File: src/design/krt_pkg.sv
// Package for the keyed record table: record layout, command and status codes,
// and the default table depth. It has no dependencies.
package krt_pkg;

  localparam int DEF_CAPACITY = 16;

  localparam int KEY_W = 31;
  localparam int QTY_W = 32;

  localparam logic [2:0] CMD_INSERT = 3'd0;
  localparam logic [2:0] CMD_SEARCH = 3'd1;
  localparam logic [2:0] CMD_UPDATE = 3'd2;
  localparam logic [2:0] CMD_DELETE = 3'd3;
  localparam logic [2:0] CMD_LIST   = 3'd4;

  localparam logic [2:0] ST_OK        = 3'd0;
  localparam logic [2:0] ST_NOT_FOUND = 3'd1;
  localparam logic [2:0] ST_EMPTY     = 3'd2;
  localparam logic [2:0] ST_FULL      = 3'd3;
  localparam logic [2:0] ST_ZERO_KEY  = 3'd4;

  typedef struct packed {
    logic [KEY_W-1:0]        key;
    logic signed [QTY_W-1:0] qty;
  } rec_t;

  // Result of the shared compare and add unit.
  typedef struct packed {
    logic                    hit;
    logic signed [QTY_W-1:0] sum;
  } alu_res_t;

endpackage

File: src/design/keyed_record_table.sv
// Keyed record table: a packed table of up to CAPACITY records, each a nonzero
// 31-bit key and a signed 32-bit quantity, kept in insertion order. A request
// is taken when start is high and busy is low. Insert, unknown commands and
// every request that fails at once (zero key, full table, empty table) finish
// in the accepting cycle and keep busy low; unknown commands give no result
// and the others strobe it in the next cycle. Search and update scan the table
// through the record memory's single read port, S_READ then S_CMP per entry.
// Delete scans the same way, then moves each later record down one place,
// S_SHR then S_SHW per record moved. List reads out every record, S_READ then
// S_LST per record. The receiver cannot stall: every result is on the out_
// ports for exactly one cycle, marked by out_valid, and out_last flags the
// final result of a request. Duplicate keys are allowed; lookups find the
// earliest record. Depends on krt_pkg, krt_mem and krt_alu.
module keyed_record_table #(
  parameter int CAPACITY = krt_pkg::DEF_CAPACITY
) (
  input  logic                                 clk,
  input  logic                                 rst_n,
  input  logic                                 start,
  output logic                                 busy,
  input  logic [2:0]                           in_cmd,
  input  logic [krt_pkg::KEY_W-1:0]            in_key,
  input  logic signed [krt_pkg::QTY_W-1:0]     in_amount,
  output logic                                 out_valid,
  output logic [2:0]                           out_status,
  output logic [krt_pkg::KEY_W-1:0]            out_found_key,
  output logic signed [krt_pkg::QTY_W-1:0]     out_found_quantity,
  output logic                                 out_last
);

  localparam int IW = $clog2(CAPACITY);
  localparam int CW = $clog2(CAPACITY + 1);

  // Sequencer states.
  localparam logic [2:0] S_IDLE = 3'd0;  // waiting for a request
  localparam logic [2:0] S_READ = 3'd1;  // memory read of entry idx in flight
  localparam logic [2:0] S_CMP  = 3'd2;  // compare entry idx with the key
  localparam logic [2:0] S_SHR  = 3'd3;  // read entry idx+1 for the shift
  localparam logic [2:0] S_SHW  = 3'd4;  // write it back at entry idx
  localparam logic [2:0] S_LST  = 3'd5;  // report entry idx of a listing

  logic [2:0]                        state_r, state_nxt;
  logic [CW-1:0]                     count_r, count_nxt;
  logic [IW-1:0]                     idx_r, idx_nxt;
  logic [2:0]                        cmd_r, cmd_nxt;
  logic [krt_pkg::KEY_W-1:0]         key_r, key_nxt;
  logic signed [krt_pkg::QTY_W-1:0]  amount_r, amount_nxt;
  krt_pkg::rec_t                     gone_r, gone_nxt;

  logic                              out_valid_r, out_valid_nxt;
  logic [2:0]                        out_status_r, out_status_nxt;
  krt_pkg::rec_t                     out_rec_r, out_rec_nxt;
  logic                              out_last_r, out_last_nxt;

  logic                              mem_we;
  logic [IW-1:0]                     mem_waddr;
  krt_pkg::rec_t                     mem_wdata;
  logic [IW-1:0]                     mem_raddr;
  krt_pkg::rec_t                     mem_rdata;
  krt_pkg::alu_res_t                 alu_res;

  logic                              accept;
  logic [CW-1:0]                     idx_ext;
  logic                              at_end;     // idx is the last record
  logic                              shift_end;  // idx+1 is the last record

  assign accept    = start && !busy;
  assign idx_ext   = CW'(idx_r);
  assign at_end    = (idx_ext + CW'(1)) == count_r;
  assign shift_end = (idx_ext + CW'(2)) == count_r;

  krt_mem #(
    .DEPTH (CAPACITY),
    .AW    (IW)
  ) u_mem (
    .clk   (clk),
    .we    (mem_we),
    .waddr (mem_waddr),
    .wdata (mem_wdata),
    .raddr (mem_raddr),
    .rdata (mem_rdata)
  );

  krt_alu u_alu (
    .rec    (mem_rdata),
    .key    (key_r),
    .amount (amount_r),
    .res    (alu_res)
  );

  // The read port follows idx, except while shifting, when the record above
  // idx is fetched so that it can be moved down.
  assign mem_raddr = (state_r == S_SHR) ? IW'(idx_ext + CW'(1)) : idx_r;

  always_comb begin
    state_nxt      = state_r;
    count_nxt      = count_r;
    idx_nxt        = idx_r;
    cmd_nxt        = cmd_r;
    key_nxt        = key_r;
    amount_nxt     = amount_r;
    gone_nxt       = gone_r;
    out_valid_nxt  = 1'b0;
    out_status_nxt = out_status_r;
    out_rec_nxt    = out_rec_r;
    out_last_nxt   = out_last_r;
    mem_we         = 1'b0;
    mem_waddr      = idx_r;
    mem_wdata      = mem_rdata;

    unique case (state_r)
      S_IDLE: begin
        if (accept) begin
          cmd_nxt    = in_cmd;
          key_nxt    = in_key;
          amount_nxt = in_amount;
          idx_nxt    = '0;
          out_rec_nxt  = '0;
          out_last_nxt = 1'b1;
          if (in_cmd == krt_pkg::CMD_LIST) begin
            if (count_r == '0) begin
              out_valid_nxt  = 1'b1;
              out_status_nxt = krt_pkg::ST_EMPTY;
            end else begin
              state_nxt = S_READ;
            end
          end else if (in_cmd == krt_pkg::CMD_INSERT || in_cmd == krt_pkg::CMD_SEARCH ||
                       in_cmd == krt_pkg::CMD_UPDATE || in_cmd == krt_pkg::CMD_DELETE) begin
            if (in_key == '0) begin
              out_valid_nxt  = 1'b1;
              out_status_nxt = krt_pkg::ST_ZERO_KEY;
            end else if (in_cmd == krt_pkg::CMD_INSERT) begin
              out_valid_nxt = 1'b1;
              if (count_r == CW'(CAPACITY)) begin
                out_status_nxt = krt_pkg::ST_FULL;
              end else begin
                mem_we         = 1'b1;
                mem_waddr      = count_r[IW-1:0];
                mem_wdata.key  = in_key;
                mem_wdata.qty  = in_amount;
                count_nxt      = count_r + CW'(1);
                out_status_nxt = krt_pkg::ST_OK;
                out_rec_nxt    = mem_wdata;
              end
            end else if (count_r == '0) begin
              out_valid_nxt  = 1'b1;
              out_status_nxt = (in_cmd == krt_pkg::CMD_DELETE) ? krt_pkg::ST_EMPTY
                                                             : krt_pkg::ST_NOT_FOUND;
            end else begin
              state_nxt = S_READ;
            end
          end
        end
      end
      S_READ: begin
        state_nxt = (cmd_r == krt_pkg::CMD_LIST) ? S_LST : S_CMP;
      end
      S_CMP: begin
        out_last_nxt = 1'b1;
        if (alu_res.hit) begin
          out_status_nxt = krt_pkg::ST_OK;
          if (cmd_r == krt_pkg::CMD_UPDATE) begin
            mem_we         = 1'b1;
            mem_wdata.key  = mem_rdata.key;
            mem_wdata.qty  = alu_res.sum;
            out_rec_nxt    = mem_wdata;
            out_valid_nxt  = 1'b1;
            state_nxt      = S_IDLE;
          end else if (cmd_r == krt_pkg::CMD_DELETE) begin
            gone_nxt = mem_rdata;
            if (at_end) begin
              count_nxt     = count_r - CW'(1);
              out_rec_nxt   = mem_rdata;
              out_valid_nxt = 1'b1;
              state_nxt     = S_IDLE;
            end else begin
              state_nxt = S_SHR;
            end
          end else begin
            out_rec_nxt   = mem_rdata;
            out_valid_nxt = 1'b1;
            state_nxt     = S_IDLE;
          end
        end else if (at_end) begin
          out_status_nxt = krt_pkg::ST_NOT_FOUND;
          out_rec_nxt    = '0;
          out_valid_nxt  = 1'b1;
          state_nxt      = S_IDLE;
        end else begin
          idx_nxt   = IW'(idx_ext + CW'(1));
          state_nxt = S_READ;
        end
      end
      S_SHR: begin
        state_nxt = S_SHW;
      end
      S_SHW: begin
        mem_we = 1'b1;
        if (shift_end) begin
          count_nxt      = count_r - CW'(1);
          out_status_nxt = krt_pkg::ST_OK;
          out_rec_nxt    = gone_r;
          out_last_nxt   = 1'b1;
          out_valid_nxt  = 1'b1;
          state_nxt      = S_IDLE;
        end else begin
          idx_nxt   = IW'(idx_ext + CW'(1));
          state_nxt = S_SHR;
        end
      end
      S_LST: begin
        out_status_nxt = krt_pkg::ST_OK;
        out_rec_nxt    = mem_rdata;
        out_last_nxt   = at_end;
        out_valid_nxt  = 1'b1;
        if (at_end) begin
          state_nxt = S_IDLE;
        end else begin
          idx_nxt   = IW'(idx_ext + CW'(1));
          state_nxt = S_READ;
        end
      end
      default: begin
        state_nxt = S_IDLE;
      end
    endcase
  end

  // Control state.
  always_ff @(posedge clk) begin
    if (!rst_n) begin
      state_r     <= S_IDLE;
      count_r     <= '0;
      out_valid_r <= 1'b0;
    end else begin
      state_r     <= state_nxt;
      count_r     <= count_nxt;
      out_valid_r <= out_valid_nxt;
    end
  end

  // Request fields, scan position and result payload.
  always_ff @(posedge clk) begin
    idx_r        <= idx_nxt;
    cmd_r        <= cmd_nxt;
    key_r        <= key_nxt;
    amount_r     <= amount_nxt;
    gone_r       <= gone_nxt;
    out_status_r <= out_status_nxt;
    out_rec_r    <= out_rec_nxt;
    out_last_r   <= out_last_nxt;
  end

  assign busy               = (state_r != S_IDLE);
  assign out_valid          = out_valid_r;
  assign out_status         = out_status_r;
  assign out_found_key      = out_rec_r.key;
  assign out_found_quantity = out_rec_r.qty;
  assign out_last           = out_last_r;

  // The record count never passes the table capacity.
  a_count_bound: assert property (@(posedge clk) disable iff (!rst_n)
    count_r <= CW'(CAPACITY))
    else $error("record count beyond capacity");

  // An insert with a nonzero key into a table with room succeeds next cycle.
  a_insert_ok: assert property (@(posedge clk) disable iff (!rst_n)
    (accept && in_cmd == krt_pkg::CMD_INSERT && in_key != '0 &&
     count_r != CW'(CAPACITY))
    |=> (out_valid && out_status == krt_pkg::ST_OK && out_last &&
         count_r == $past(count_r) + CW'(1)))
    else $error("insert did not complete");

  // Every error result is final and names no record.
  a_error_shape: assert property (@(posedge clk) disable iff (!rst_n)
    (out_valid && out_status != krt_pkg::ST_OK)
    |-> (out_last && out_found_key == '0 && out_found_quantity == '0))
    else $error("malformed error result");

  // The memory is only written at entries that hold or receive a record.
  a_write_range: assert property (@(posedge clk) disable iff (!rst_n)
    mem_we |-> (CW'(mem_waddr) <= count_r))
    else $error("write beyond the packed records");

endmodule

File: src/design/krt_mem.sv
// Record memory of the keyed record table: one write port, one read port,
// registered read data. Depends on krt_pkg for the record type.
module krt_mem #(
  parameter int DEPTH = krt_pkg::DEF_CAPACITY,
  parameter int AW    = $clog2(DEPTH)
) (
  input  logic              clk,
  input  logic              we,
  input  logic [AW-1:0]     waddr,
  input  krt_pkg::rec_t     wdata,
  input  logic [AW-1:0]     raddr,
  output krt_pkg::rec_t     rdata
);

  krt_pkg::rec_t mem [DEPTH];
  krt_pkg::rec_t rdata_r;

  always_ff @(posedge clk) begin
    if (we) begin
      mem[waddr] <= wdata;
    end
    rdata_r <= mem[raddr];
  end

  assign rdata = rdata_r;

endmodule

File: src/design/krt_alu.sv
// Shared compare and saturating add unit of the keyed record table.
// Depends on krt_pkg for the record and result types.
module krt_alu (
  input  krt_pkg::rec_t                         rec,
  input  logic [krt_pkg::KEY_W-1:0]             key,
  input  logic signed [krt_pkg::QTY_W-1:0]      amount,
  output krt_pkg::alu_res_t                     res
);

  logic signed [krt_pkg::QTY_W:0] wide;

  assign wide = {rec.qty[krt_pkg::QTY_W-1], rec.qty} + {amount[krt_pkg::QTY_W-1], amount};

  always_comb begin
    res.hit = (rec.key == key);
    if (wide[krt_pkg::QTY_W] != wide[krt_pkg::QTY_W-1]) begin
      // Overflow: clamp toward the sign of the true sum.
      res.sum = wide[krt_pkg::QTY_W] ? {1'b1, {(krt_pkg::QTY_W-1){1'b0}}}
                                     : {1'b0, {(krt_pkg::QTY_W-1){1'b1}}};
    end else begin
      res.sum = wide[krt_pkg::QTY_W-1:0];
    end
  end

endmodule
File: config.mk
export PLATFORM = sky130hd
export DESIGN_NAME = keyed_record_table
export DESIGN_NICKNAME = d
export VERILOG_FILES = /design/src/design/krt_pkg.sv /design/src/design/keyed_record_table.sv /design/src/design/krt_mem.sv /design/src/design/krt_alu.sv
export SDC_FILE = /design/constraint.sdc
export NUM_CORES = 1
export LEC_CHECK = 0
export BUFFER_PORTS_ARGS = -buffer_cell sky130_fd_sc_hd__buf_4
export CAP_MARGIN = 20
export CORE_MARGIN = 2
export CORE_UTILIZATION = 34
export CTS_CLUSTER_DIAMETER = 100
export DETAILED_ROUTE_END_ITERATION = 10
export SLEW_MARGIN = 20
export SYNTH_ARGS = -nofsm -noshare
export SYNTH_HDL_FRONTEND = slang
export SYNTH_HIERARCHICAL = 1
export SYNTH_SLANG_ARGS = --single-unit
File: constraint.sdc
create_clock -name clk -period 9.7 [get_ports clk]
set_clock_uncertainty 0.05 [all_clocks]
set_input_delay 1.94 -clock clk [delete_from_list [all_inputs] [get_ports clk]]
set_output_delay 1.94 -clock clk [all_outputs]
set_load 0.01 [all_outputs]
== Yosys cells after proc, flatten, opt, wreduce, memory -nomap -nowiden ==
Memories as Yosys holds them, arrays and structs flattened. A register that Yosys moved wholly into a read port is not among the register bits.
Cells that the tools add are included.
Cells by class
  bitwise gates (word level): 1
  divide/modulo/power cells: 0
  add/sub/neg operators: 5
  multiplexer cells: 102
  multiply operators: 0
  equal/unequal tests: 37
  shift operators: 0
  order comparisons: 0
  reduce and logical (&&, ||, !) cells: 20
Operators with widths (number)
  2-to-1 mux 63 bit: 18
  one-hot mux 63 bit (4 select lines): 1
  2-to-1 mux 32 bit: 4
  one-hot mux 63 bit (2 select lines): 1
  2-to-1 mux 3 bit: 20
  2-to-1 mux 5 bit: 11
  2-to-1 mux 4 bit: 12
  adder 32 x 32 -> 33 bit: 1
  == test 31 bit: 1
  logical NOT 31 bit: 1
  != test 2 bit, second input constant: 13
  2-to-1 mux 1 bit: 24
  == test 3 x 2 -> 1 bit, second input constant: 6
  one-hot mux 3 bit (6 select lines): 1
  one-hot mux 4 bit (4 select lines): 1
  != test 3 bit, second input constant: 5
  one-hot mux 5 bit (3 select lines): 1
  == test 3 bit, second input constant: 4
  one-hot mux 3 bit (4 select lines): 1
  AND reduction 12 bit: 1
  AND reduction 4 bit: 3
  == test 5 bit: 2
  2-to-1 mux 2 bit: 4
  != test 4 bit, second input constant: 2
  other kinds (21): 27
Storage, ports and cells
  memory bits (read-only): 0
  logic and storage cells: 179
  latch bits: 0
  memories kept: 1
  RAM bits: 1008
  register bits: 209
  bits of input ports: 69
Memories
  u_mem.mem: words 16, width 63, read ports 1, clocked after Yosys merged registers in 1, wr ports 1, line krt_mem.sv:15  | krt_pkg::rec_t mem [DEPTH];

== Depth between registers and ports, before layout ==
  word-level depth: 10
  gate-level depth with buffers: 16
  gate-level depth less buffers: 15

== Cells and area by module ==
Netlist, hierarchy kept.
Modules (own cells, without submodules)
  krt_mem: cells each 1622, area each 38989.9 sq um, instances 1
  keyed_record_table: cells each 773, area each 9851.9 sq um, instances 1
  krt_alu: cells each 334, area each 2358.5 sq um, instances 1

== Worst setup path after synthesis ==
OpenSTA, ideal clock, no wires.
  path kind: input port to flip-flop
  start point: in in_cmd[0]
  end point: mem u_mem/mem[0][0] in the netlist's numbering, enable pin
  slack: 0.800 ns
  stages: 9
  library setup time: 0.561 ns
  arrival: 8.288 ns
  cells stage by stage: or2_4 > nor2_4 > nand2_2 > or4_1 > buf_4 > clkbuf_1 > a22o_1 > or3b_2 > nor3_1
On the way
  elaborated cells on any way between the ends: 22
  those cells by class: 4 x eq/ne; 14 x mux; 4 x reduce/logical
RTL lines
  from (decl): line keyed_record_table.sv:21  | input logic [2:0] in_cmd,
  == test 3 x 1 -> 1 bit / logical NOT 3 bit (equally long branches): line keyed_record_table.sv:127, keyed_record_table.sv:132
  logical OR 1 bit (2 in series): line keyed_record_table.sv:127  | end else if (in_cmd == krt_pkg::CMD_INSERT || in_cmd == krt_pkg::CMD_SEARCH ||
  logical OR 1 bit: line keyed_record_table.sv:128  | in_cmd == krt_pkg::CMD_UPDATE || in_cmd == krt_pkg::CMD_DELETE) begin
  2-to-1 mux 4 bit: line keyed_record_table.sv:127
  2-to-1 mux 4 bit (*): line keyed_record_table.sv:120  | if (in_cmd == krt_pkg::CMD_LIST) begin
  2-to-1 mux 4 bit (*): line keyed_record_table.sv:113  | if (accept) begin
  2-to-1 mux 4 bit (*): line keyed_record_table.sv:111  | unique case (state_r)
  named net mem_waddr[2]: line keyed_record_table.sv:56  | logic [IW-1:0] mem_waddr;
  to (decl): line krt_mem.sv:15
The timed path passes the listed nets; every way through them passes the cells marked *.

==> impl_metrics.env <==
export IMPL_io_buffers=137
export IMPL_synth_distinct_cells=86
export IMPL_min_path_type="reg2reg"
export IMPL_min_period_ns=6.44
export IMPL_critPathTopFamily="simple AND/OR/NAND/NOR gates"
export IMPL_crit_chain="xor2_1 > nor4_1 > nand4_1 > nor4_2 > nand2_1 > nor2_1 > buf_4 > and2_1 > or3_1 > or3b_2 > nor2_4 > buf_4"
export IMPL_start_util_pct=34.2
export IMPL_routed_wl_um=132000
export IMPL_gp_congestion=0.844
export IMPL_maxCapViolCount=0
export IMPL_yosysTopAreaCellShare_pct=70.8
export IMPL_yosys_area_top_type="edfxtp_1"
export IMPL_synthFlopType="edfxtp_1"
export IMPL_fin_area_um2=59100
export IMPL_fp_dieW_um=392
export IMPL_hpwl_um=81300
export IMPL_cp_max_fo=38
export IMPL_crit_path_end_kind="register"
export IMPL_clockBufferDepth=3
export IMPL_postSynth_asyncResetShare_pct=0
export IMPL_syn_to_final_growth_pct=15.3
export IMPL_grt_usage_pct=17.2
export IMPL_grt_pass1_vias=27200
export IMPL_grt_pass1_wl_um=192000
export IMPL_finalNonFillerCells=5041
export IMPL_netlist_area_um2=51200
export IMPL_final_cell_mix="edfxtp_1, mux4_2, buf_4"
export IMPL_dp_cells=4799
export IMPL_ctsHoldBuffers=0
export IMPL_fin_util_pct=39.5
export IMPL_tritoncts="built"
export IMPL_fin_nets=3025
export IMPL_synthesis_nets=2837
export IMPL_critPathMaxStageDelay_ns=0.85
export IMPL_total_power_mw=12.0
export IMPL_placed_area_um2=54700
export IMPL_ios=138
export IMPL_die_h_um=392
export IMPL_cts_sinks=1280
export IMPL_wl_per_cell_um=26.3
export IMPL_p_leak_nw=19.3
export IMPL_status="finished, final reports clean"
export IMPL_drt_pass1_iterations=9
export IMPL_maxSlewHeadroom_pct=21.9
export IMPL_slew_violations=0
export IMPL_power_density_nw_per_um2=204
export IMPL_start_kind="register"
export IMPL_cp_buffers_inverters=2
export IMPL_worstMarginPinSlew_ns=1.17
export IMPL_arrival_ns=6.77
export IMPL_antenna_found_initial=3
export IMPL_yosys_warnings=6
export IMPL_drc=0
export IMPL_core_area_um2=150000
export IMPL_ant_nets=0
export IMPL_synth_edf_count=1208
export IMPL_drtIter0Drc=3317
export IMPL_critical_path_class="reg2reg"
export IMPL_clkSlewWorstSetupHoldPaths_ns=0.06
export IMPL_post_route_period_util_pct=66.3
export IMPL_pre_cts_slack_ns=2.46
export IMPL_synthTopCellsByArea="edfxtp_1, mux4_2, dfxtp_1"
export IMPL_rsz0062_at_grt="false"
export IMPL_cp_common_cell="buf_4"
export IMPL_hold_viol=0
export IMPL_max_freq_ghz=0.155
export IMPL_cts_root_buf="clkbuf_16"
export IMPL_grt_max_degree=115
export IMPL_layout_commonest_cell="edfxtp_1"
export IMPL_crit_required_ns=10.03
export IMPL_via_per_inst=5.42
export IMPL_cts_made_buffers=130
export IMPL_die_area_um2=154000
export IMPL_ys_ff_latch=1280
export IMPL_setup_viol=0
export IMPL_syn_area_per_cell_um2=18.8
export IMPL_worst_slack_ns=3.26
export IMPL_fin_hold_ws_ns=0.473
export IMPL_drive_gt1_share_pct=24.7
export IMPL_cpMaxStageDelayCell="nor4_2"
export IMPL_max_vdd_ir_drop_mv=0.128
export IMPL_ctsResizeCount=0
export IMPL_overflow=0
export IMPL_rows=142
export IMPL_cts_setup_buffers=0
export IMPL_clock_latency_ns=0.77
export IMPL_dr_total_vias=27300
export IMPL_synth_seq_area_share_pct=73.7
export IMPL_syn_inst=2729
export IMPL_fin_setup_tns_ns=0
export IMPL_htree_num_levels=4
[registers in the layout (all words and copies together) (netlist names), 4 cells and up]
signal / count
u_mem/mem: 1008
key_r: 31
idx_r: 4
count_r: 5
out_found_quantity: 32
out_found_key: 31
gone_r: 63
u_mem/rdata: 63
amount_r: 32
[routing by layer]
metal  routed length (µm)  share of wire [%]  GRT usage, %  vias to the layer above
met2                59300                 45          25.6                     1106
met5                    0                  0             0                        -
li1                     -                  -             -                    11600
met3                11300                8.5          3.47                      168
met1                59300                 45          25.6                    14500
met4                 2560                1.9          4.51                        0
[cell type report]
class	instances	area (µm²)
multi-input cells	1263	12800
fillers	13500	90500
diodes	3	7.51
flip-flops and latches	1280	37700
clock inverters	61	702
repair buffers	201	1560
well taps	2016	2520
inverters	41	155
clock buffers	176	3580
[final timing paths]
| check | cells after the start | startpoint | slack, ns | endpoint |
|---|---|---|---|---|
| max | 12 | key_r[13] | 3.26 | u_mem/mem[2][5] |
| min | 0 | u_mem/rdata[55] | 0.47 | gone_r[55] |
| max reg2reg | 12 | key_r[13] | 3.26 | u_mem/mem[2][5] |
| min reg2reg | 0 | u_mem/rdata[55] | 0.47 | gone_r[55] |
[logic make-up (layout without fill, tap and decap cells)]
family	count (synthesis)	in the layout	synth area share, %
flip-flops	1280	1280	73.7
XOR/XNOR	79	79	1.38
multiplexers	301	301	12.1
buffers and inverters	186	479	1.79
AO/OA/AOI/OAI	486	486	6.65
adder cells (fa/ha/maj)	43	43	1.07
AND/OR/NAND/NOR	354	354	3.30
other	0	3	0
[worst reg2reg max path: cells and delay by family, from the launching register on]
kind | cells | cell delay (ns)
simple gates | 9 | 4.42
xor+xnor | 1 | 0.17
flops | 1 | 0.38
buf+inv | 2 | 0.99
[Yosys cell counts, types with 39 or more instances]
cell type,instances
a21oi_1,103
a22oi_1,148
clkbuf_1,84
dfxtp_1,72
edfxtp_1,1208
inv_1,39
mux2_2,43
mux4_2,252
nand2_1,153
nor2_1,74
o21ai_0,65
xor2_1,41
[report_power, final]
part / total [mW] / internal [mW] / switching [mW]
clock: 5.01 / 2.87 / 2.14
combinational: 0.806 / 0.281 / 0.525
sequential: 6.23 / 6.18 / 0.0575
No activity file was read; power rests on OpenSTA's default activity.
